**src/rtl/core/assert_macros.svh**
```systemverilog
// ----------------------------------------------------------------------------
// assert_macros
// Assertion helpers used by the RTL that checks itself.
// ----------------------------------------------------------------------------
`ifndef ASSERT_MACROS_SVH
`define ASSERT_MACROS_SVH

// Clocked assertion, held off during reset.
`define SCA_ASSERT(lbl, clk, rst_n, prop) \
  lbl: assert property (@(posedge clk) disable iff (!rst_n) prop) else $error("%m: check failed");

// Clocked assertion that is also checked during reset.
`define SCA_ASSERT_ALWAYS(lbl, clk, prop) \
  lbl: assert property (@(posedge clk) prop) else $error("%m: check failed");

`endif

```
**src/rtl/core/sca_pkg.sv**
```systemverilog
// ----------------------------------------------------------------------------
// sca_pkg
// Shared types and constants of the scaled currency ALU.
// ----------------------------------------------------------------------------
package sca_pkg;

  localparam int unsigned VAL_W = 64;
  localparam int unsigned SCL_W = 32;
  localparam logic [VAL_W-1:0] VAL_MIN = {1'b1, {(VAL_W-1){1'b0}}};
  localparam logic [13:0] SCALE = 14'd10000;

  localparam logic [1:0] ORD_LT = 2'b11;
  localparam logic [1:0] ORD_EQ = 2'b00;
  localparam logic [1:0] ORD_GT = 2'b01;

  typedef enum logic [2:0] {
    FN_CMP = 3'd0,
    FN_ADD = 3'd1,
    FN_SUB = 3'd2,
    FN_NEG = 3'd3,
    FN_MUL = 3'd4,
    FN_DIV = 3'd5,
    FN_SET = 3'd6
  } func_t;

  // One item as it travels along the pipe.
  typedef struct packed {
    logic [2:0]       func;
    logic             av;
    logic [VAL_W-1:0] a;
    logic [VAL_W-1:0] res_value;
    logic             res_valid;
    logic [1:0]       order;
    logic [VAL_W-1:0] mul_lo;
    logic [VAL_W-1:0] mul_hi;
    logic             mul_neg;
    logic [VAL_W-1:0] dq;      // dividend shifting out, quotient shifting in
    logic [SCL_W:0]   rem;
    logic [SCL_W-1:0] dvs;
    logic             div_neg;
    logic             div_ok;
  } item_t;

endpackage

```
**src/rtl/core/sca_div_cell.sv**
```systemverilog
// ----------------------------------------------------------------------------
// sca_div_cell
// One cell of the divider row: STEPS restoring division steps, then a register.
// ----------------------------------------------------------------------------
module sca_div_cell #(
  parameter int unsigned STEPS = 4
) (
  input  logic           clk,
  input  logic           rst_n,
  input  logic           adv,
  input  logic           in_vld,
  input  sca_pkg::item_t in_item,
  output logic           out_vld,
  output sca_pkg::item_t out_item
);

  logic           vld_r;
  sca_pkg::item_t item_r;
  sca_pkg::item_t item_nxt;
  logic [32:0]    trial;

  always_comb begin
    item_nxt = in_item;
    trial    = '0;
    for (int i = 0; i < STEPS; i++) begin
      trial       = {item_nxt.rem[31:0], item_nxt.dq[63]};
      item_nxt.dq = {item_nxt.dq[62:0], 1'b0};
      if (trial >= {1'b0, item_nxt.dvs}) begin
        item_nxt.rem   = trial - {1'b0, item_nxt.dvs};
        item_nxt.dq[0] = 1'b1;
      end else begin
        item_nxt.rem   = trial;
      end
    end
  end

  always_ff @(posedge clk) begin
    if (!rst_n) begin
      vld_r <= 1'b0;
    end else if (adv) begin
      vld_r <= in_vld;
    end
  end

  always_ff @(posedge clk) begin
    if (adv) begin
      item_r <= item_nxt;
    end
  end

  assign out_vld  = vld_r;
  assign out_item = item_r;

endmodule

```
**config.mk**
```make
export PLATFORM = sky130hd
export DESIGN_NAME = sca_div_cell
export DESIGN_NICKNAME = d
export VERILOG_FILES = /design/src/rtl/core/assert_macros.svh /design/src/rtl/core/sca_pkg.sv /design/src/rtl/core/sca_div_cell.sv
export SDC_FILE = /design/constraint.sdc
export NUM_CORES = 1
export LEC_CHECK = 0
export BUFFER_PORTS_ARGS = -buffer_cell sky130_fd_sc_hd__clkbuf_2
export CAP_MARGIN = 10
export CORE_AREA = 10 10 299 301
export DETAILED_ROUTE_END_ITERATION = 16
export DIE_AREA = 0 0 309 311
export MAX_ROUTING_LAYER = met4
export SETUP_SLACK_MARGIN = 0.2
export SYNTH_ARGS = -nofsm -noshare
export SYNTH_HDL_FRONTEND = slang
export SYNTH_SLANG_ARGS = --single-unit
```
**constraint.sdc**
```tcl
create_clock -name clk -period 21.3 [get_ports clk]
set_input_delay 4.26 -clock clk [delete_from_list [all_inputs] [get_ports clk]]
set_output_delay 4.26 -clock clk [all_outputs]
set_load 0.005 [all_outputs]
```
== Word-level counts from Yosys, hierarchy flattened ==
Index checks and enable logic that the tools add are counted.
Operators by class
  add/sub/neg operators: 4
  order comparisons: 4
  muxes and demuxes: 8
Operator list (number)
  $ge 33x32->1: 4
  $mux 32: 3
  $sub 32x32->32: 3
  $mux 33: 1
  $sub 33x32->33: 1
  $mux 1: 4
Storage, ports and cells
  register bits: 396
  input port bits: 399
  output and inout bits: 396

== Depth between registers and ports, before layout ==
  depth in word-level cells: 8
  depth in mapped cells: 54

== Worst setup path after synthesis ==
OpenSTA, ideal clock, no wires.
  kind: input to register
  start point: input port in_item[12] (netlist bit)
  end point: register item_r (netlist bit out_item[64]) (data pin)
  setup time: 0.260 ns
  data arrival time: 14.006 ns
  required time: 21.040 ns
  slack: 7.034 ns
  stages: 47
  path buffers: 6
  path through: inv_1 -> ha_1 -> buf_2 -> nand2_1 -> nor2_1 -> a21oi_1 -> a2111oi_2 -> nor3b_2 -> o21ai_4 -> clkbuf_1 -> buf_2 -> mux2_2 -> ha_1 -> a211o_1 -> a21oi_1 -> o2111ai_1 -> a21oi_1 -> o21ai_1 -> [11 not listed] -> o21ai_0 -> a21oi_1 -> o21a_1 -> and3_2 -> inv_2 -> buf_6 -> mux2_1 -> ha_1 -> inv_1 -> o21ai_0 -> a2111oi_0 -> or4b_2 -> a31o_2 -> a31oi_1 -> a21oi_1 -> o21ai_0 -> xor2_1 -> mux2_4
RTL lines
  start, declared: RTL line sca_div_cell.sv:12  | input sca_pkg::item_t in_item,
  end signal, assigned: RTL line sca_div_cell.sv:47  | item_r <= item_nxt;
  end, declared: RTL line sca_div_cell.sv:18  | sca_pkg::item_t item_r;

==> run metrics <==
minimum clock period after layout=between 15 and 20 ns; Clock Sinks=396; DRT Pass-1 Iters=8; HPWL after DPL=between 90 and 100 mm; Peak supply drop=roughly 0.000082 V; worst setup slack after layout=between 3 and 4 ns; end of the worst hold path=out_vld$_SDFFE_PN0P_; critical path class=in -> reg; crit path buf inv count=8; clock transition at the registers of the reported paths=0.06 ns; Placement Setup Slack=between 3 and 4 ns; Worst Setup Start Kind=input port; vias in the first global route=16300; largest net degree at the start of global routing=171; I/O pins=approximately 800; Final Cell Area=~27000 um^2; Hold Buf Count CTS=0; Residual DRC=0; commonest non-fill, non-tap cell in the layout=clkbuf_2; port bufs=a little under 800; delay-heaviest family, CP=compound AO/OA/AOI/OAI gates; CTS tree=done; DR iter-0 viols=about 1600; Worst Path Required=around 22 ns; gr usage total=0.236; met2 wire length=about 55 mm; Worst-Margin Slew=between 1 and 1.5 ns; Routed Antenna Nets=0; reg2reg start=out_vld$_SDFFE_PN0P_; final clock skew=0 ns; row cnt=between 100 and 150; max-capacitance violation count=0; FF-to-FF setup slack=20.71 ns; Worst Hold Depth=2; final setup vio count=0; top sig layer=met4; post-synth cell types=just over 80; mapped cell area=between 20000 and 25000 um^2; CP endpoint kind=register; setup_tns=0 ns; final worst path period share=0.817; leak pwr=roughly 0.012 uW; FF-to-FF path depth=2; Num CTS Buffers=49; gp weighted congestion=about 0.93; EDFF count, synth=395; max incr delay on CP=about 0.56 ns; Reg2Reg Capture Point=out_vld$_SDFFE_PN0P_; WL met3=12.4 mm; Seq cells post-synth=between 300 and 400; fmax=about 0.057 GHz; Critical Path Fanout Max=42; Worst slew margin=0.256; via count=between 15000 and 20000; CP max-delay cell=a21oi_1; Worst-Skew Late Latency=slightly above 0.6 ns; final hold vios=0; Final Core Density=0.327; CTS root buf=clkbuf_16; Max Transition Viols Final=0; Worst Hold Launch=out_vld$_SDFFE_PN0P_; Mapped Cells=approximately 1500; Core Box Area=about 83000 um^2; most frequent cells in the layout=clkbuf_2, edfxtp_1, ha_1, a21oi_1, inv_1; gr ovfl total=0; M1 wire length=45.2 mm; Max Root-Sink Buffers=3; Area after DPL=25500 um^2; Worst EP arrival=17.74 ns; cell area power density=about 150 nW/um^2; first-pass GRT wire length=approximately 150 mm; share of flip-flops with an asynchronous set or reset=0; Post-synth top flop=edfxtp_1; syn avg cell area=13.2 um^2; syn_nets=slightly above 2000; Initial Util=0.243; die height=311 um; area grow syn2layout=34.6%; Ys Warns=0; Final Net Count=just under 3000; CTS H-tree depth=2; Seq/Total Area, Yosys=0.587; DR WL/cell=between 30 and 40 um; RSZ-0062 raised after global routing=false; Avg Vias per Cell=between 4 and 5; Worst Hold Class=reg -> reg; detailed-route wire length=around 120 mm; die width=between 300 and 400 um; postcts setup bufs=0; area of the die=between 90000 and 100000 um^2; initial antenna violation count=61; layout cells sized above 1=0.405; post-CTS resize count=0; run status=finished clean; Pwr Total=4110 uW
metrics by stage:
step / hold slack, ns / std cells
floorplan: 0.507 / 1536
global placement: 0.501 / 3394
detailed placement: 0.504 / 3394
CTS: 0.518 / 3484
global route: 0.577 / 3513
finish: 0.520 / 3525
flip-flops by register name, indices dropped and copies added (netlist names):
register,count
out_vld,1
out_item,395
synthesized netlist by cell type, types with 7 or more instances:
master	n	area [um^2]
edfxtp_1	395	11900
ha_1	128	1600
a21oi_1	119	596
inv_1	88	330
o21ai_0	75	375
nor2_1	72	270
xnor2_1	65	569
nand2_1	62	233
mux2_2	50	563
xor2_1	42	368
a21o_1	41	308
mux2i_1	40	400
nand3_1	28	140
nand2b_1	23	144
nor3_1	22	110
a211oi_1	16	120
nand4_1	16	100
o21a_1	15	113
o21bai_1	15	113
mux2_4	13	195
nor2b_1	13	81.3
o211ai_1	13	97.6
a31oi_1	11	68.8
and3_1	11	68.8
a21boi_0	8	60.1
and2_1	8	50.1
buf_2	8	40.0
clkbuf_1	8	30.0
nor4_1	7	43.8
o31ai_1	7	52.6
area by class of cell:
cell class	instances	area [um^2]
antenna	41	103
clock buffer	55	1250
clock inverter	35	402
fill	8562	56000
inverter	90	338
multi-input combinational	1027	7890
sequential	396	11900
tap	1080	1350
timing repair buffer	801	4050
power by group:
group | internal [uW] | switching, uW | leakage, uW
clock network | 500 | 366 | 0.000808
registers | 1030 | 35.5 | 0.00387
logic | 943 | 1240 | 0.00725
layer usage:
layer | track usage | vias up
met5 | - | -
met4 | 0.0628 | 0
met3 | 0.0948 | 106
met2 | 0.384 | 728
met1 | 0.266 | 8369
li1 | - | 7618
worst reg2reg max path: cells and delay by family, from the launching register on:
family           cells  cell delay (ns)
flip-flops           1             0.31
multiplexers         1             0.12
AND/OR/NAND/NOR      1             0.06
cells by family (layout without fill, tap and decap cells):
family          after synthesis  in the layout  share of synthesized area
simple gates                294            294                     0.0736
compound gates              389            389                      0.128
other cells                   0             41                          0
buf+inv                     113            981                     0.0237
xor+xnor                    107            107                     0.0463
fa+ha+maj                   132            132                     0.0830
mux                         105            105                     0.0583
flops                       396            396                      0.587
worst max path at each step:
stage	depth (start not counted)	slack, ns	startpoint	to
floorplan	47	7.03	in_item[12]	out_item[64]$_DFFE_PP_
global placement	47	3.34	in_item[12]	out_item[48]$_DFFE_PP_
detailed placement	47	3.41	in_item[12]	out_item[48]$_DFFE_PP_
CTS	47	4.01	in_item[12]	out_item[50]$_DFFE_PP_
global route	47	3.33	in_item[12]	out_item[50]$_DFFE_PP_
finish	47	3.91	in_item[12]	out_item[48]$_DFFE_PP_
Power figures use the tool's default switching activity.
