--- src/rtl/core/assert_macros.svh ---
// ----------------------------------------------------------------------------
// assert_macros
// Assertion helpers used by the RTL that checks itself.
// ----------------------------------------------------------------------------
`ifndef ASSERT_MACROS_SVH
`define ASSERT_MACROS_SVH

// Clocked assertion, held off during reset.
`define SCA_ASSERT(lbl, clk, rst_n, prop) \
  lbl: assert property (@(posedge clk) disable iff (!rst_n) prop) else $error("%m: check failed");

// Clocked assertion that is also checked during reset.
`define SCA_ASSERT_ALWAYS(lbl, clk, prop) \
  lbl: assert property (@(posedge clk) prop) else $error("%m: check failed");

`endif

--- src/rtl/core/sca_pkg.sv ---
// ----------------------------------------------------------------------------
// sca_pkg
// Shared types and constants of the scaled currency ALU.
// ----------------------------------------------------------------------------
package sca_pkg;

  localparam int unsigned VAL_W = 64;
  localparam int unsigned SCL_W = 32;
  localparam logic [VAL_W-1:0] VAL_MIN = {1'b1, {(VAL_W-1){1'b0}}};
  localparam logic [13:0] SCALE = 14'd10000;

  localparam logic [1:0] ORD_LT = 2'b11;
  localparam logic [1:0] ORD_EQ = 2'b00;
  localparam logic [1:0] ORD_GT = 2'b01;

  typedef enum logic [2:0] {
    FN_CMP = 3'd0,
    FN_ADD = 3'd1,
    FN_SUB = 3'd2,
    FN_NEG = 3'd3,
    FN_MUL = 3'd4,
    FN_DIV = 3'd5,
    FN_SET = 3'd6
  } func_t;

  // One item as it travels along the pipe.
  typedef struct packed {
    logic [2:0]       func;
    logic             av;
    logic [VAL_W-1:0] a;
    logic [VAL_W-1:0] res_value;
    logic             res_valid;
    logic [1:0]       order;
    logic [VAL_W-1:0] mul_lo;
    logic [VAL_W-1:0] mul_hi;
    logic             mul_neg;
    logic [VAL_W-1:0] dq;      // dividend shifting out, quotient shifting in
    logic [SCL_W:0]   rem;
    logic [SCL_W-1:0] dvs;
    logic             div_neg;
    logic             div_ok;
  } item_t;

endpackage

--- src/rtl/core/sca_post.sv ---
// ----------------------------------------------------------------------------
// sca_post
// Final stage: multiply range check, quotient sign, output register.
// ----------------------------------------------------------------------------
module sca_post (
  input  logic           clk,
  input  logic           rst_n,
  input  logic           adv,
  input  logic           in_vld,
  input  sca_pkg::item_t in_item,
  output logic           out_vld,
  output logic [63:0]    value,
  output logic           valid,
  output logic [1:0]     order,
  output logic [2:0]     func
);

  logic        vld_r;
  logic [63:0] value_r, value_nxt;
  logic        valid_r, valid_nxt;
  logic [1:0]  order_r;
  logic [2:0]  func_r;
  logic [63:0] mid;
  logic [63:0] mag;
  logic [63:0] q;

  always_comb begin
    value_nxt = in_item.res_value;
    valid_nxt = in_item.res_valid;
    mid = in_item.mul_hi + {32'd0, in_item.mul_lo[63:32]};
    mag = {mid[31:0], in_item.mul_lo[31:0]};
    q   = in_item.dq;
    case (in_item.func)
      sca_pkg::FN_MUL: begin
        value_nxt = '0;
        valid_nxt = 1'b0;
        if (!in_item.av) begin
          value_nxt = in_item.a;
        end else if (mid[63:32] == 32'd0) begin
          if (in_item.mul_neg && (mag <= sca_pkg::VAL_MIN)) begin
            value_nxt = 64'd0 - mag;
            valid_nxt = 1'b1;
          end else if (!in_item.mul_neg && !mag[63]) begin
            value_nxt = mag;
            valid_nxt = 1'b1;
          end
        end
      end
      sca_pkg::FN_DIV: begin
        value_nxt = '0;
        valid_nxt = 1'b0;
        if (in_item.div_ok) begin
          if (in_item.div_neg) begin
            value_nxt = 64'd0 - q;
            valid_nxt = 1'b1;
          end else if (!q[63]) begin
            value_nxt = q;
            valid_nxt = 1'b1;
          end
        end
      end
      default: begin
      end
    endcase
  end

  always_ff @(posedge clk) begin
    if (!rst_n) begin
      vld_r <= 1'b0;
    end else if (adv) begin
      vld_r <= in_vld;
    end
  end

  always_ff @(posedge clk) begin
    if (adv) begin
      value_r <= value_nxt;
      valid_r <= valid_nxt;
      order_r <= in_item.order;
      func_r  <= in_item.func;
    end
  end

  assign out_vld = vld_r;
  assign value   = value_r;
  assign valid   = valid_r;
  assign order   = order_r;
  assign func    = func_r;

endmodule

--- config.mk ---
export PLATFORM = sky130hd
export DESIGN_NAME = sca_post
export DESIGN_NICKNAME = d
export VERILOG_FILES = /design/src/rtl/core/assert_macros.svh /design/src/rtl/core/sca_pkg.sv /design/src/rtl/core/sca_post.sv
export SDC_FILE = /design/constraint.sdc
export NUM_CORES = 1
export LEC_CHECK = 0
export BUFFER_PORTS_ARGS = -buffer_cell sky130_fd_sc_hd__buf_2
export CORE_AREA = 2 2 184 186
export DETAILED_ROUTE_END_ITERATION = 10
export DIE_AREA = 0 0 186 188
export GPL_ROUTABILITY_DRIVEN = 0
export MAX_ROUTING_LAYER = met4
export PLACE_DENSITY = 0.53
export SLEW_MARGIN = 20
export SYNTH_ARGS = -nofsm -noshare
export SYNTH_HDL_FRONTEND = slang
export SYNTH_SLANG_ARGS = --single-unit
--- constraint.sdc ---
create_clock -name clk -period 4.2 [get_ports clk]
set_input_delay 0.21 -clock clk [delete_from_list [all_inputs] [get_ports clk]]
set_output_delay 0.21 -clock clk [all_outputs]
set_load 0.02 [all_outputs]
Word level (Yosys, flattened, before mapping)

Cells that the tools add are included.

Flip-flop bits (word level): 71
Logic and storage cells: 32
Output and inout bits: 71

Order comparisons: 1
Equal/unequal tests: 2
$add $sub $neg: 3
Reductions and logical operators: 5
Multiplexer cells: 16

Operators with widths:

| cell                                              | count |
|---|---|
| two-way mux 64 bit                                | 6 |
| case mux 64 bit (2 select lines)                  | 1 |
| subtractor 1 x 64 -> 64 bit, first input constant | 2 |
| adder 64 x 32 -> 64 bit                           | 1 |
| <= comparator 64 bit, second input constant       | 1 |
| two-way mux 63 bit                                | 1 |
| logical NOT 32 bit                                | 1 |
| two-way mux 1 bit                                 | 7 |
| equality test 3 bit, second input constant        | 2 |
| logical AND 1 bit                                 | 2 |
| logical NOT 1 bit                                 | 2 |
| case mux 1 bit (2 select lines)                   | 1 |

Logic depth before layout (Yosys ltp)

Gate-level depths: netlist of run 1.

Depth in word-level cells: 8
Mapped depth: 16
Depth with buffers taken out: 14

Worst setup path before layout of run 1

Ideal clock, no wire load.

Kind: input to register
Start: in in_item[132] (netlist bit)
End: reg value_r[53] (netlist: value[53]) (data pin)
Setup time: 0.144 ns
Required time: 4.056 ns
Slack: 0.427 ns
Path buffers: 2
Stages on the path: 16
Arrival time: 3.629 ns
Cell sequence: ha_1 -> inv_1 -> fa_1 -> nor2b_1 -> o31a_1 -> o21ai_0 -> a31oi_1 -> a21oi_2 -> xnor2_1 -> or4_1 -> or4_4 -> nand2_2 -> nand2_2 -> buf_6 -> buf_6 -> o21ai_1

Word-level cells in the longest chain between the ends: 8
Elaborated cells between the ends (all ways): 12

RTL lines:

| item                                                         | RTL line       | text |
|---|---|---|
| from (decl)                                                  | sca_post.sv:10 | `input sca_pkg::item_t in_item,` |
| adder 64 x 32 -> 64 bit *                                    | sca_post.sv:30 | `mid = in_item.mul_hi + {32'd0, in_item.mul_lo[63:32]};` |
| branches (longest 4 deep; another with <= comparator 64 bit) | n/a            |  |
| two-way mux 64 bit *                                         | sca_post.sv:39 | `end else if (mid[63:32] == 32'd0) begin` |
| two-way mux 64 bit *                                         | sca_post.sv:37 | `if (!in_item.av) begin` |
| case mux 64 bit (2 select lines) *                           | sca_post.sv:33 | `case (in_item.func)` |
| via value_nxt[53]                                            | sca_post.sv:19 | `logic [63:0] value_r, value_nxt;` |
| to (signal assigned)                                         | sca_post.sv:77 | `value_r <= value_nxt;` |
| to (decl)                                                    | sca_post.sv:19 |  |

Mark *: on every way through the listed nets, which the timed path passes.
A chain may end at the register's enable or synchronous reset.

Final worst setup path of run 1

Start: in in_item[89] (netlist bit)
End: reg value_r[54] (netlist: value[54]) (data pin)

Word-level cells in the longest chain between the ends: 4

RTL lines:

| item                             | RTL line       | text |
|---|---|---|
| subtractor 1 x 64 -> 64 bit      | sca_post.sv:54 | `value_nxt = 64'd0 - q;` |
| two-way mux 64 bit               | sca_post.sv:53 | `if (in_item.div_neg) begin` |
| two-way mux 64 bit               | sca_post.sv:52 | `if (in_item.div_ok) begin` |
| case mux 64 bit (2 select lines) | sca_post.sv:33 |  |
| via value_nxt[54]                | sca_post.sv:19 |  |

The timed path passes the listed nets, and every way through them passes these cells.

==> results of run 1 <==
## state kept, by name, summed over array words and instances, names as in the netlist
register,flops
func,3
out_vld,1
valid,1
value,64
order,2
## area by class of cell
type                            instances  area share
Multi-Input combinational cell       1072       0.560
Clock buffer                           10      0.0175
Clock inverter                          5     0.00383
Sequential cell                        71       0.162
Antenna cell                           12     0.00230
Tap cell                              448      0.0429
Timing Repair Buffer                  484       0.204
Inverter                               27     0.00775
## cells by family after synthesis
family	count (synthesis)	synth area share
buffers and inverters	98	0.0406
multiplexers	9	0.00945
flip-flops	71	0.217
AND/OR/NAND/NOR	443	0.244
AO/OA/AOI/OAI	451	0.324
XOR/XNOR	134	0.120
adder cells (fa/ha/maj)	35	0.0455
## critical path, delay by kind of cell
family	cells	cell delay [ps]
xor gates and xnor gates	1	180
and+or+nand+nor	6	2080
buffers and inverters	3	540
AOI/OAI and AO/OA	3	1010
## power breakdown
| part | switching (µW) | leakage, µW | total [µW] | internal [µW] |
|---|---|---|---|---|
| combinational | 903 | 0.00442 | 1500 | 592 |
| clock | 296 | 0.000133 | 748 | 451 |
| sequential | 27.3 | 0.000690 | 885 | 858 |
| total | 1230 | 0.00524 | 3130 | 1900 |
## per-layer routing
metal  track usage  vias up
li1              -     5795
met1         0.323     5698
met2         0.436      559
met3        0.0352       68
met4        0.0951        0
met5             -        -
## per-stage QoR
stage / instances / total power (µW) / worst slack, ps
after floorplan: 1241 / 1710 / 427
after global placement: 2102 / 2370 / 58.8
after detailed placement: 2102 / 2380 / 15.6
after CTS: 2117 / 3140 / 358
after global routing: 2128 / 3300 / 61.3
final: 2129 / 3130 / 270
## timing repair
item | CTS | global route
gates resized for setup | 0 | 2
hold buffers | 0 | 0
buffers inserted | 0 | 0
setup endpoints to repair | 0 | 2
## placed cells by master, fill, tap and decap left out, types with 18 or more instances in the layout
| cell | count |
|---|---|
| a21oi_1 | 73 |
| ha_1 | 34 |
| nand3_1 | 35 |
| buf_4 | 78 |
| buf_2 | 403 |
| and3_1 | 23 |
| inv_1 | 27 |
| xnor2_1 | 85 |
| nand2_1 | 107 |
| or3_1 | 22 |
| o21ai_0 | 107 |
| nor2_1 | 71 |
| a222oi_1 | 59 |
| xor2_1 | 47 |
| nand4_1 | 39 |
| edfxtp_1 | 70 |
| or4_1 | 18 |
| nor3_1 | 44 |
| o31ai_1 | 33 |
## how the worst max path moves through the flow
stage | depth (start not counted) | to | from | slack (ps)
after global placement | 17 | value[61] | in_item[132] | 60
after detailed placement | 14 | value[61] | in_item[89] | 20
after global routing | 13 | value[54] | in_item[89] | 60
after floorplan | 16 | value[53] | in_item[132] | 430
after CTS | 14 | value[61] | in_item[89] | 360
final | 13 | value[54] | in_item[89] | 270
==> impl_metrics.toml, run 1 <==
[run_status]
status = "finished clean"

[global_route]
grt.total_usage = 0.262
grt_pass1_vias = 11400
grt_max_degree = 72
overflow = 0
grt_pass1_wl_um = 68000
antenna_found_initial = 10

[synthesis]
synth-seq-cells = 71
avgSynthCellArea_um2 = 7.89
synth_top_cell_area_share = 0.215
syn-cell-area_um2 = 9800
synth_cells = 1241
synthTopCellsByArea = "edfxtp_1 21%, xnor2_1 7.7%, a222oi_1 6.0%, o21ai_0 5.5%, ha_1 4.3%"
ys_types = 85
yosysWarningCount = 0
synth_ff_type = "edfxtp_1"
ys_top_cells_by_count = "107 x nand2_1, 107 x o21ai_0, 86 x xnor2_1"
ys_async_sr_fraction = 0
synth_top_cell_by_area = "edfxtp_1"
synth-edff-count = 70
yosysSeqAreaShare = 0.217
synth_nets = 1675

[critical_path]
slowest_stage = "a222oi_1"
r2r_slack_ps = 3610
path_cells = "buf_2 > or4_1 > nor4_1 > nand4bb_1 > nand3b_1 > nor3_1 > buf_4 > nand3_1 > o21ai_0 > xnor2_1 > a222oi_1 > buf_4 > o21ai_0"
r2r-end = "out_vld"
cp_slowest_stage_delay_ps = 650
cp_max_fo = 5
worstReg2RegStart = "out_vld"
cp.arrival_ps = 4010
path_class = "primary input to flip-flop"
critPathCaptureType = "flip-flop"
start_kind = "primary input"
r2r_cells = 2
critical_path_required_ps = 4280

[clock_network]
clk_latency_ps = 340
cts_sinks = 71
cts_buffer_depth = 2
cts.clk_slew.worst_paths_ps = 60
cts_tree = "yes"
cts_buffers = 9
clock-root-buffer = "clkbuf_16"
cts_max_level = 3

[sta]
fin_crit_sh = 0.936
tightest_slew_ps = 1030
slew_headroom = 0.313
timing.hold.ws_ps = 42.5
timing.setup.tns_ps = 0
drv_slew = 0
period_needed_ps = 3930
max_freq_mhz = 254
setup_violations = 0
rsz0062_at_grt = "false"
hold_violations = 0
skew_ps = 0

[layout]
drive_gt1_frac = 0.331
utilization = 0.395
fin_area_um2 = 13100
multiInputGateArea_um2 = 7330
seq_area_um2 = 2120
nFillCells = 3495
area_growth_pct = 33.5
fin_nets = 2099

[drt]
vias_per_cell = 5.69
drt_iter0_drc = 1286
maxUsedRoutingLayer = "met4"
wl_um = 46400
route.met2.wl_um = 22600
first_pass_iters = 8
drc_errors = 0
routedWlPerCell_um = 21.8
ant_nets = 0
via_count = 12100
drt-met1-wl_um = 19200
wl_met3_um = 3320

[hold_path]
min_path_type = "primary input to flip-flop"
worstHoldEndpoint = "order[1]"
hold_depth = 1
hp-start = "in_item[261]"

[placement]
postPlaceCellArea_um2 = 12800
place_hpwl_um = 38200
portBuffers = 404

[floorplan]
die_w_um = 186
ioPinCount = 470
initial_core_util = 0.296
die_h_um = 188
rows = 67
core_um2 = 33100
dieArea_um2 = 35000

[flow_run]
max_cap_violations = 0

[pwr]
ir_worst_vdd_mv = 0.159
power_density_nw_per_um2 = 239
leakage_uw = 0.00524
(Power assumes the default switching activity.)
==> run 2, diff against run 1 <==
--- a/config.mk
+++ b/config.mk
@@ -12,6 +12,7 @@
 export GPL_ROUTABILITY_DRIVEN = 0
 export MAX_ROUTING_LAYER = met4
 export PLACE_DENSITY = 0.53
+export SKIP_LAST_GASP = 1
 export SLEW_MARGIN = 20
 export SYNTH_ARGS = -nofsm -noshare
 export SYNTH_HDL_FRONTEND = slang
==> constraint.sdc (replaced) <==
create_clock -name clk -period 4.2 [get_ports clk]
set_input_delay 0.84 -clock clk [delete_from_list [all_inputs] [get_ports clk]]
set_output_delay 0.84 -clock clk [all_outputs]
set_load 0.02 [all_outputs]
==> impl_metrics.toml, run 2 (synthesis gave the netlist of run 1 again) <==
[run_status]
status = "finished clean"

[hold_path]
min_path_type = "flip-flop to flip-flop"
worstHoldEndpoint = "out_vld"
hold_depth = 2
hp-start = "out_vld"

[pwr]
p_total_uw = 3670
internal_power_uw = 2300
p_sw_frac = 0.373
ir_worst_vdd_mv = 0.173
clockPowerShare = 0.247
leakage_uw = 0.00669
seqPwrFrac = 0.241
p_sw_uw = 1370
power_density_nw_per_um2 = 234
combPwrFrac = 0.512

[critical_path]
start_kind = "primary input"
critPathCaptureType = "flip-flop"
path_class = "primary input to flip-flop"
cp-startpoint = "in_item[89]"
cp_common_cell = "buf_4"
r2r-end = "out_vld"
cp.arrival_ps = 4260
cp_max_fo = 4
r2r_slack_ps = 3590
path_cells = "buf_2 > or4_4 > nor4_4 > nand4bb_1 > nand3b_1 > buf_6 > nor3_1 > buf_4 > nand2_1 > or4_1 > a32o_1 > a222oi_1 > buf_4 > o21ai_2"
cp_slowest_stage_delay_ps = 550
critical_path_required_ps = 4300
crit_buf_inv = 4
slowest_stage = "or4_4"
worstReg2RegStart = "out_vld"
r2r_cells = 2
crit_family = "simple AND/OR/NAND/NOR gates"

[layout]
drive_gt1_frac = 0.460
nFillCells = 3329
largest_reg_flops = 64
area_growth_pct = 60.5
layout_commonest_cell = "buf_2"
final_cell_mix = "401 x buf_2, 327 x buf_4, 105 x nand2_1, 88 x o21ai_0, 85 x xnor2_1"
fin_nets = 2360

[drt]
drt_iter0_drc = 1270
routedWlPerCell_um = 20.2
drc_errors = 0
ant_nets = 0
first_pass_iters = 9
via_count = 13300
wl_um = 48500
vias_per_cell = 5.53

[sta]
skew_ps = 0
fin_crit_sh = 0.990
period_needed_ps = 4160
timing.final.ws_setup_ps = 41.8
slew_headroom = 0.322
rsz0062_at_grt = "true"
drv_slew = 0
tightest_slew_ps = 1020
hold_violations = 0
setup_violations = 0
max_freq_mhz = 240

[floorplan]
dieArea_um2 = 35000
initial_core_util = 0.296
die_w_um = 186
ioPinCount = 470
core_um2 = 33100
rows = 67
die_h_um = 188

[placement]
place_hpwl_um = 39500
pre_cts_ws_ps = -568
portBuffers = 404

[clock_network]
cts_tree = "yes"
clk_latency_ps = 350
clock-root-buffer = "clkbuf_16"
cts_sinks = 71
cts.clk_slew.worst_paths_ps = 60
cts_buffer_depth = 2
cts_buffers = 9
cts_max_level = 3

[global_route]
grt_pass1_wl_um = 71700
grt.total_usage = 0.276
grt_pass1_vias = 12700
overflow = 0
antenna_found_initial = 19
grt_max_degree = 72

[flow_run]
max_cap_violations = 0
## run 2: changes by cell type in the layout (fill, tap and decap cells not counted), moves of 4 or more
cell and delta:
o21ai_2 +12, buf_4 +249, buf_6 +8, o31ai_1 -5, a21oi_2 +7, a21oi_1 -8
o21ai_0 -19, or4_1 -4, o21ai_1 +6, nor3_1 -4, diode_2 +7, or4_4 +4
o31ai_4 +4
## run 2: layout make-up
| class | instances | area (µm²) | share of cell area |
|---|---|---|---|
| inverter | 27 | 101 | 0.00645 |
| clock buffer | 9 | 225 | 0.0143 |
| sequential | 71 | 2120 | 0.135 |
| tap | 448 | 561 | 0.0357 |
| multi-input combinational | 1072 | 7800 | 0.496 |
| clock inverter | 7 | 119 | 0.00756 |
| timing repair buffer | 745 | 4750 | 0.302 |
| antenna | 19 | 47.5 | 0.00302 |
## run 2: how the worst max path moves through the flow
stage	to	slack, ps	cells after the start
global placement	value[59]	-560	13
detailed placement	value[59]	-570	13
global route	value[14]	-100	18
CTS	value[11]	0.9	19
floorplan	value[53]	2	15
finish	value[50]	40	14
## run 2: repair_timing
item	4_1_cts	5_1_grt
setup buffers	2	10
cloned	0	3
endpoints found under the setup margin	19	65
hold buffers	0	0
resized for setup	11	108
pin swaps	5	52
## run 2: worst register-to-register path, cell delays in order (launching register included)
cell and delay [ps]:
dfxtp_1 310, mux2i_1 130, nor2b_1 60
## run 2: through the flow
step | setup TNS, ps | instances | utilization | hold WS (ps) | instance area (µm²)
floorplan | 0 | 1241 | - | 589 | 9820
global placement | -20220 | 2349 | 0.443 | 492 | 14700
detailed placement | -20720 | 2349 | 0.443 | 518 | 14700
CTS | 0 | 2367 | 0.456 | 531 | 15100
global route | -1930 | 2398 | 0.475 | 570 | 15700
finish | 0 | 2398 | 0.475 | 531 | 15700
## run 2: power by group through the flow
| stage | Combinational, µW | Sequential, µW | Clock (µW) |
|---|---|---|---|
| 2_1_floorplan | 740 | 973 | 0 |
| 3_3_place_gp | 1750 | 898 | 0 |
| 3_5_place_dp | 1770 | 898 | 0 |
| 4_1_cts | 1780 | 883 | 923 |
| 5_1_grt | 2020 | 889 | 950 |
| 6_report | 1880 | 885 | 908 |
## run 2: metal layers
layer | global-route usage | wire length [µm] | vias up
met5 | - | 0 | -
met4 | 0.127 | 1710 | 0
met3 | 0.0621 | 3330 | 104
met2 | 0.454 | 23800 | 586
met1 | 0.316 | 19600 | 6242
li1 | - | - | 6321
==> run 3, diff against run 2 <==
--- a/config.mk
+++ b/config.mk
@@ -11,7 +11,6 @@
 export DIE_AREA = 0 0 186 188
 export GPL_ROUTABILITY_DRIVEN = 0
 export MAX_ROUTING_LAYER = met4
-export PLACE_DENSITY = 0.53
 export SKIP_LAST_GASP = 1
 export SLEW_MARGIN = 20
 export SYNTH_ARGS = -nofsm -noshare
==> impl_metrics.toml, run 3 (synthesis gave the netlist of run 1 again) <==
[run_status]
status = "finished with violations"
violations = "negative setup slack"

[sta]
slew_headroom = 0.319
period_needed_ps = 4210
rsz0062_at_grt = "true"
setup_violations = 1
timing.setup.tns_ps = -14.6
drv_slew = 0
fin_crit_sh = 1.00
skew_ps = 0
timing.final.ws_setup_ps = -14.6
timing.hold.ws_ps = 519
max_freq_mhz = 237
tightest_slew_ps = 1020
hold_violations = 0

[layout]
largest_reg_flops = 64
nFillCells = 3276
fin_nets = 2356
area_growth_pct = 61.0
drive_gt1_frac = 0.469
fin_area_um2 = 15800
final_cell_mix = "399 x buf_2, 323 x buf_4, 106 x nand2_1, 82 x o21ai_0, 82 x xnor2_1"
layout_commonest_cell = "buf_2"

[drt]
vias_per_cell = 5.62
routedWlPerCell_um = 20.3
wl_um = 48300
drc_errors = 0
via_count = 13400
drt_iter0_drc = 1161
ant_nets = 0
first_pass_iters = 9

[clock_network]
cts_sinks = 71
cts_tree = "yes"
cts_buffer_depth = 2
cts.clk_slew.worst_paths_ps = 70
clock-root-buffer = "clkbuf_16"
clk_latency_ps = 330
cts_max_level = 3
cts_buffers = 9

[floorplan]
rows = 67
die_h_um = 188
ioPinCount = 470
die_w_um = 186
initial_core_util = 0.296
dieArea_um2 = 35000
core_um2 = 33100

[global_route]
grt_max_degree = 72
grt_pass1_vias = 12500
grt_pass1_wl_um = 70600
grt.total_usage = 0.271
overflow = 0
antenna_found_initial = 7

[critical_path]
critPathCaptureType = "flip-flop"
cp_max_fo = 5
critical_path_required_ps = 4310
cp_slowest_stage_delay_ps = 590
start_kind = "primary input"
path_cells = "buf_6 > or4_4 > nor4_4 > nand4bb_1 > nand3b_1 > or3_4 > nand3b_1 > buf_6 > o31ai_4 > xnor2_1 > a222oi_1 > buf_4 > o21ai_2"
cp.arrival_ps = 4320
slowest_stage = "a222oi_1"
path_class = "primary input to flip-flop"

[placement]
postPlaceCellArea_um2 = 14700
place_hpwl_um = 39200
portBuffers = 404

[pwr]
power_density_nw_per_um2 = 228
leakage_uw = 0.00671
ir_worst_vdd_mv = 0.155

[flow_run]
max_cap_violations = 0

[hold_path]
min_path_type = "flip-flop to flip-flop"
-- run 3: changes by cell type in the layout (fill, tap and decap cells not counted), moves of 4 or more --
cell / previous run / this run
o21ai_0: 88 / 82
buf_4: 327 / 323
diode_2: 19 / 8
o21ai_2: 22 / 26
ha_2: 1 / 5
ha_1: 31 / 25
-- run 3: critical path: cells and delay by family --
kind,cells,cell delay (ps)
xor gates and xnor gates,1,110
and+or+nand+nor,6,2040
buffers and inverters,3,510
AOI/OAI and AO/OA,3,810
-- run 3: through the flow --
step                total power [µW]  utilization  setup WS (ps)  std cells
global route                    3780        0.476           -120       2382
finish                          3600        0.476          -14.6       2383
CTS                             3490        0.455           1.56       2363
global placement                2640        0.443           -514       2345
floorplan                       1710            -           2.07       1241
detailed placement              2660        0.443           -552       2345
-- run 3: worst paths after layout --
path                    start         to  slack [ps]  cells past startpoint
hold / removal        out_vld    out_vld         520                      2
setup / recovery  in_item[87]  value[55]         -10                     13
hold reg to reg       out_vld    out_vld         520                      2
setup reg to reg      out_vld    out_vld        3600                      2
-- run 3: cell type report --
type / instances / area [µm²] / share of cell area
antenna: 8 / 20.0 / 0.00127
clock buffer: 9 / 225 / 0.0143
clock inverter: 7 / 80.1 / 0.00508
inverter: 27 / 101 / 0.00643
multi-input combinational: 1072 / 7930 / 0.503
sequential: 71 / 2120 / 0.135
tap: 448 / 561 / 0.0355
timing repair buffer: 741 / 4740 / 0.300
-- run 3: metal layers --
metal,global-route usage,vias up,wire [µm]
met4,0.123,0,1860
li1,-,6309,-
met2,0.444,702,23500
met5,-,-,0
met3,0.0400,104,3630
met1,0.326,6285,19300
-- run 3: repair_timing --
action,in CTS,in global routing
resized for setup,25,121
gates cloned,0,2
buffers inserted,2,11
pin swaps,11,60
setup endpoints to repair,61,65
hold buffers,0,0
-- run 3: power breakdown --
group          internal, µW  total (µW)  switching (µW)
clock                   469         811             342
combinational           872        1900            1030
sequential              857         882            24.8
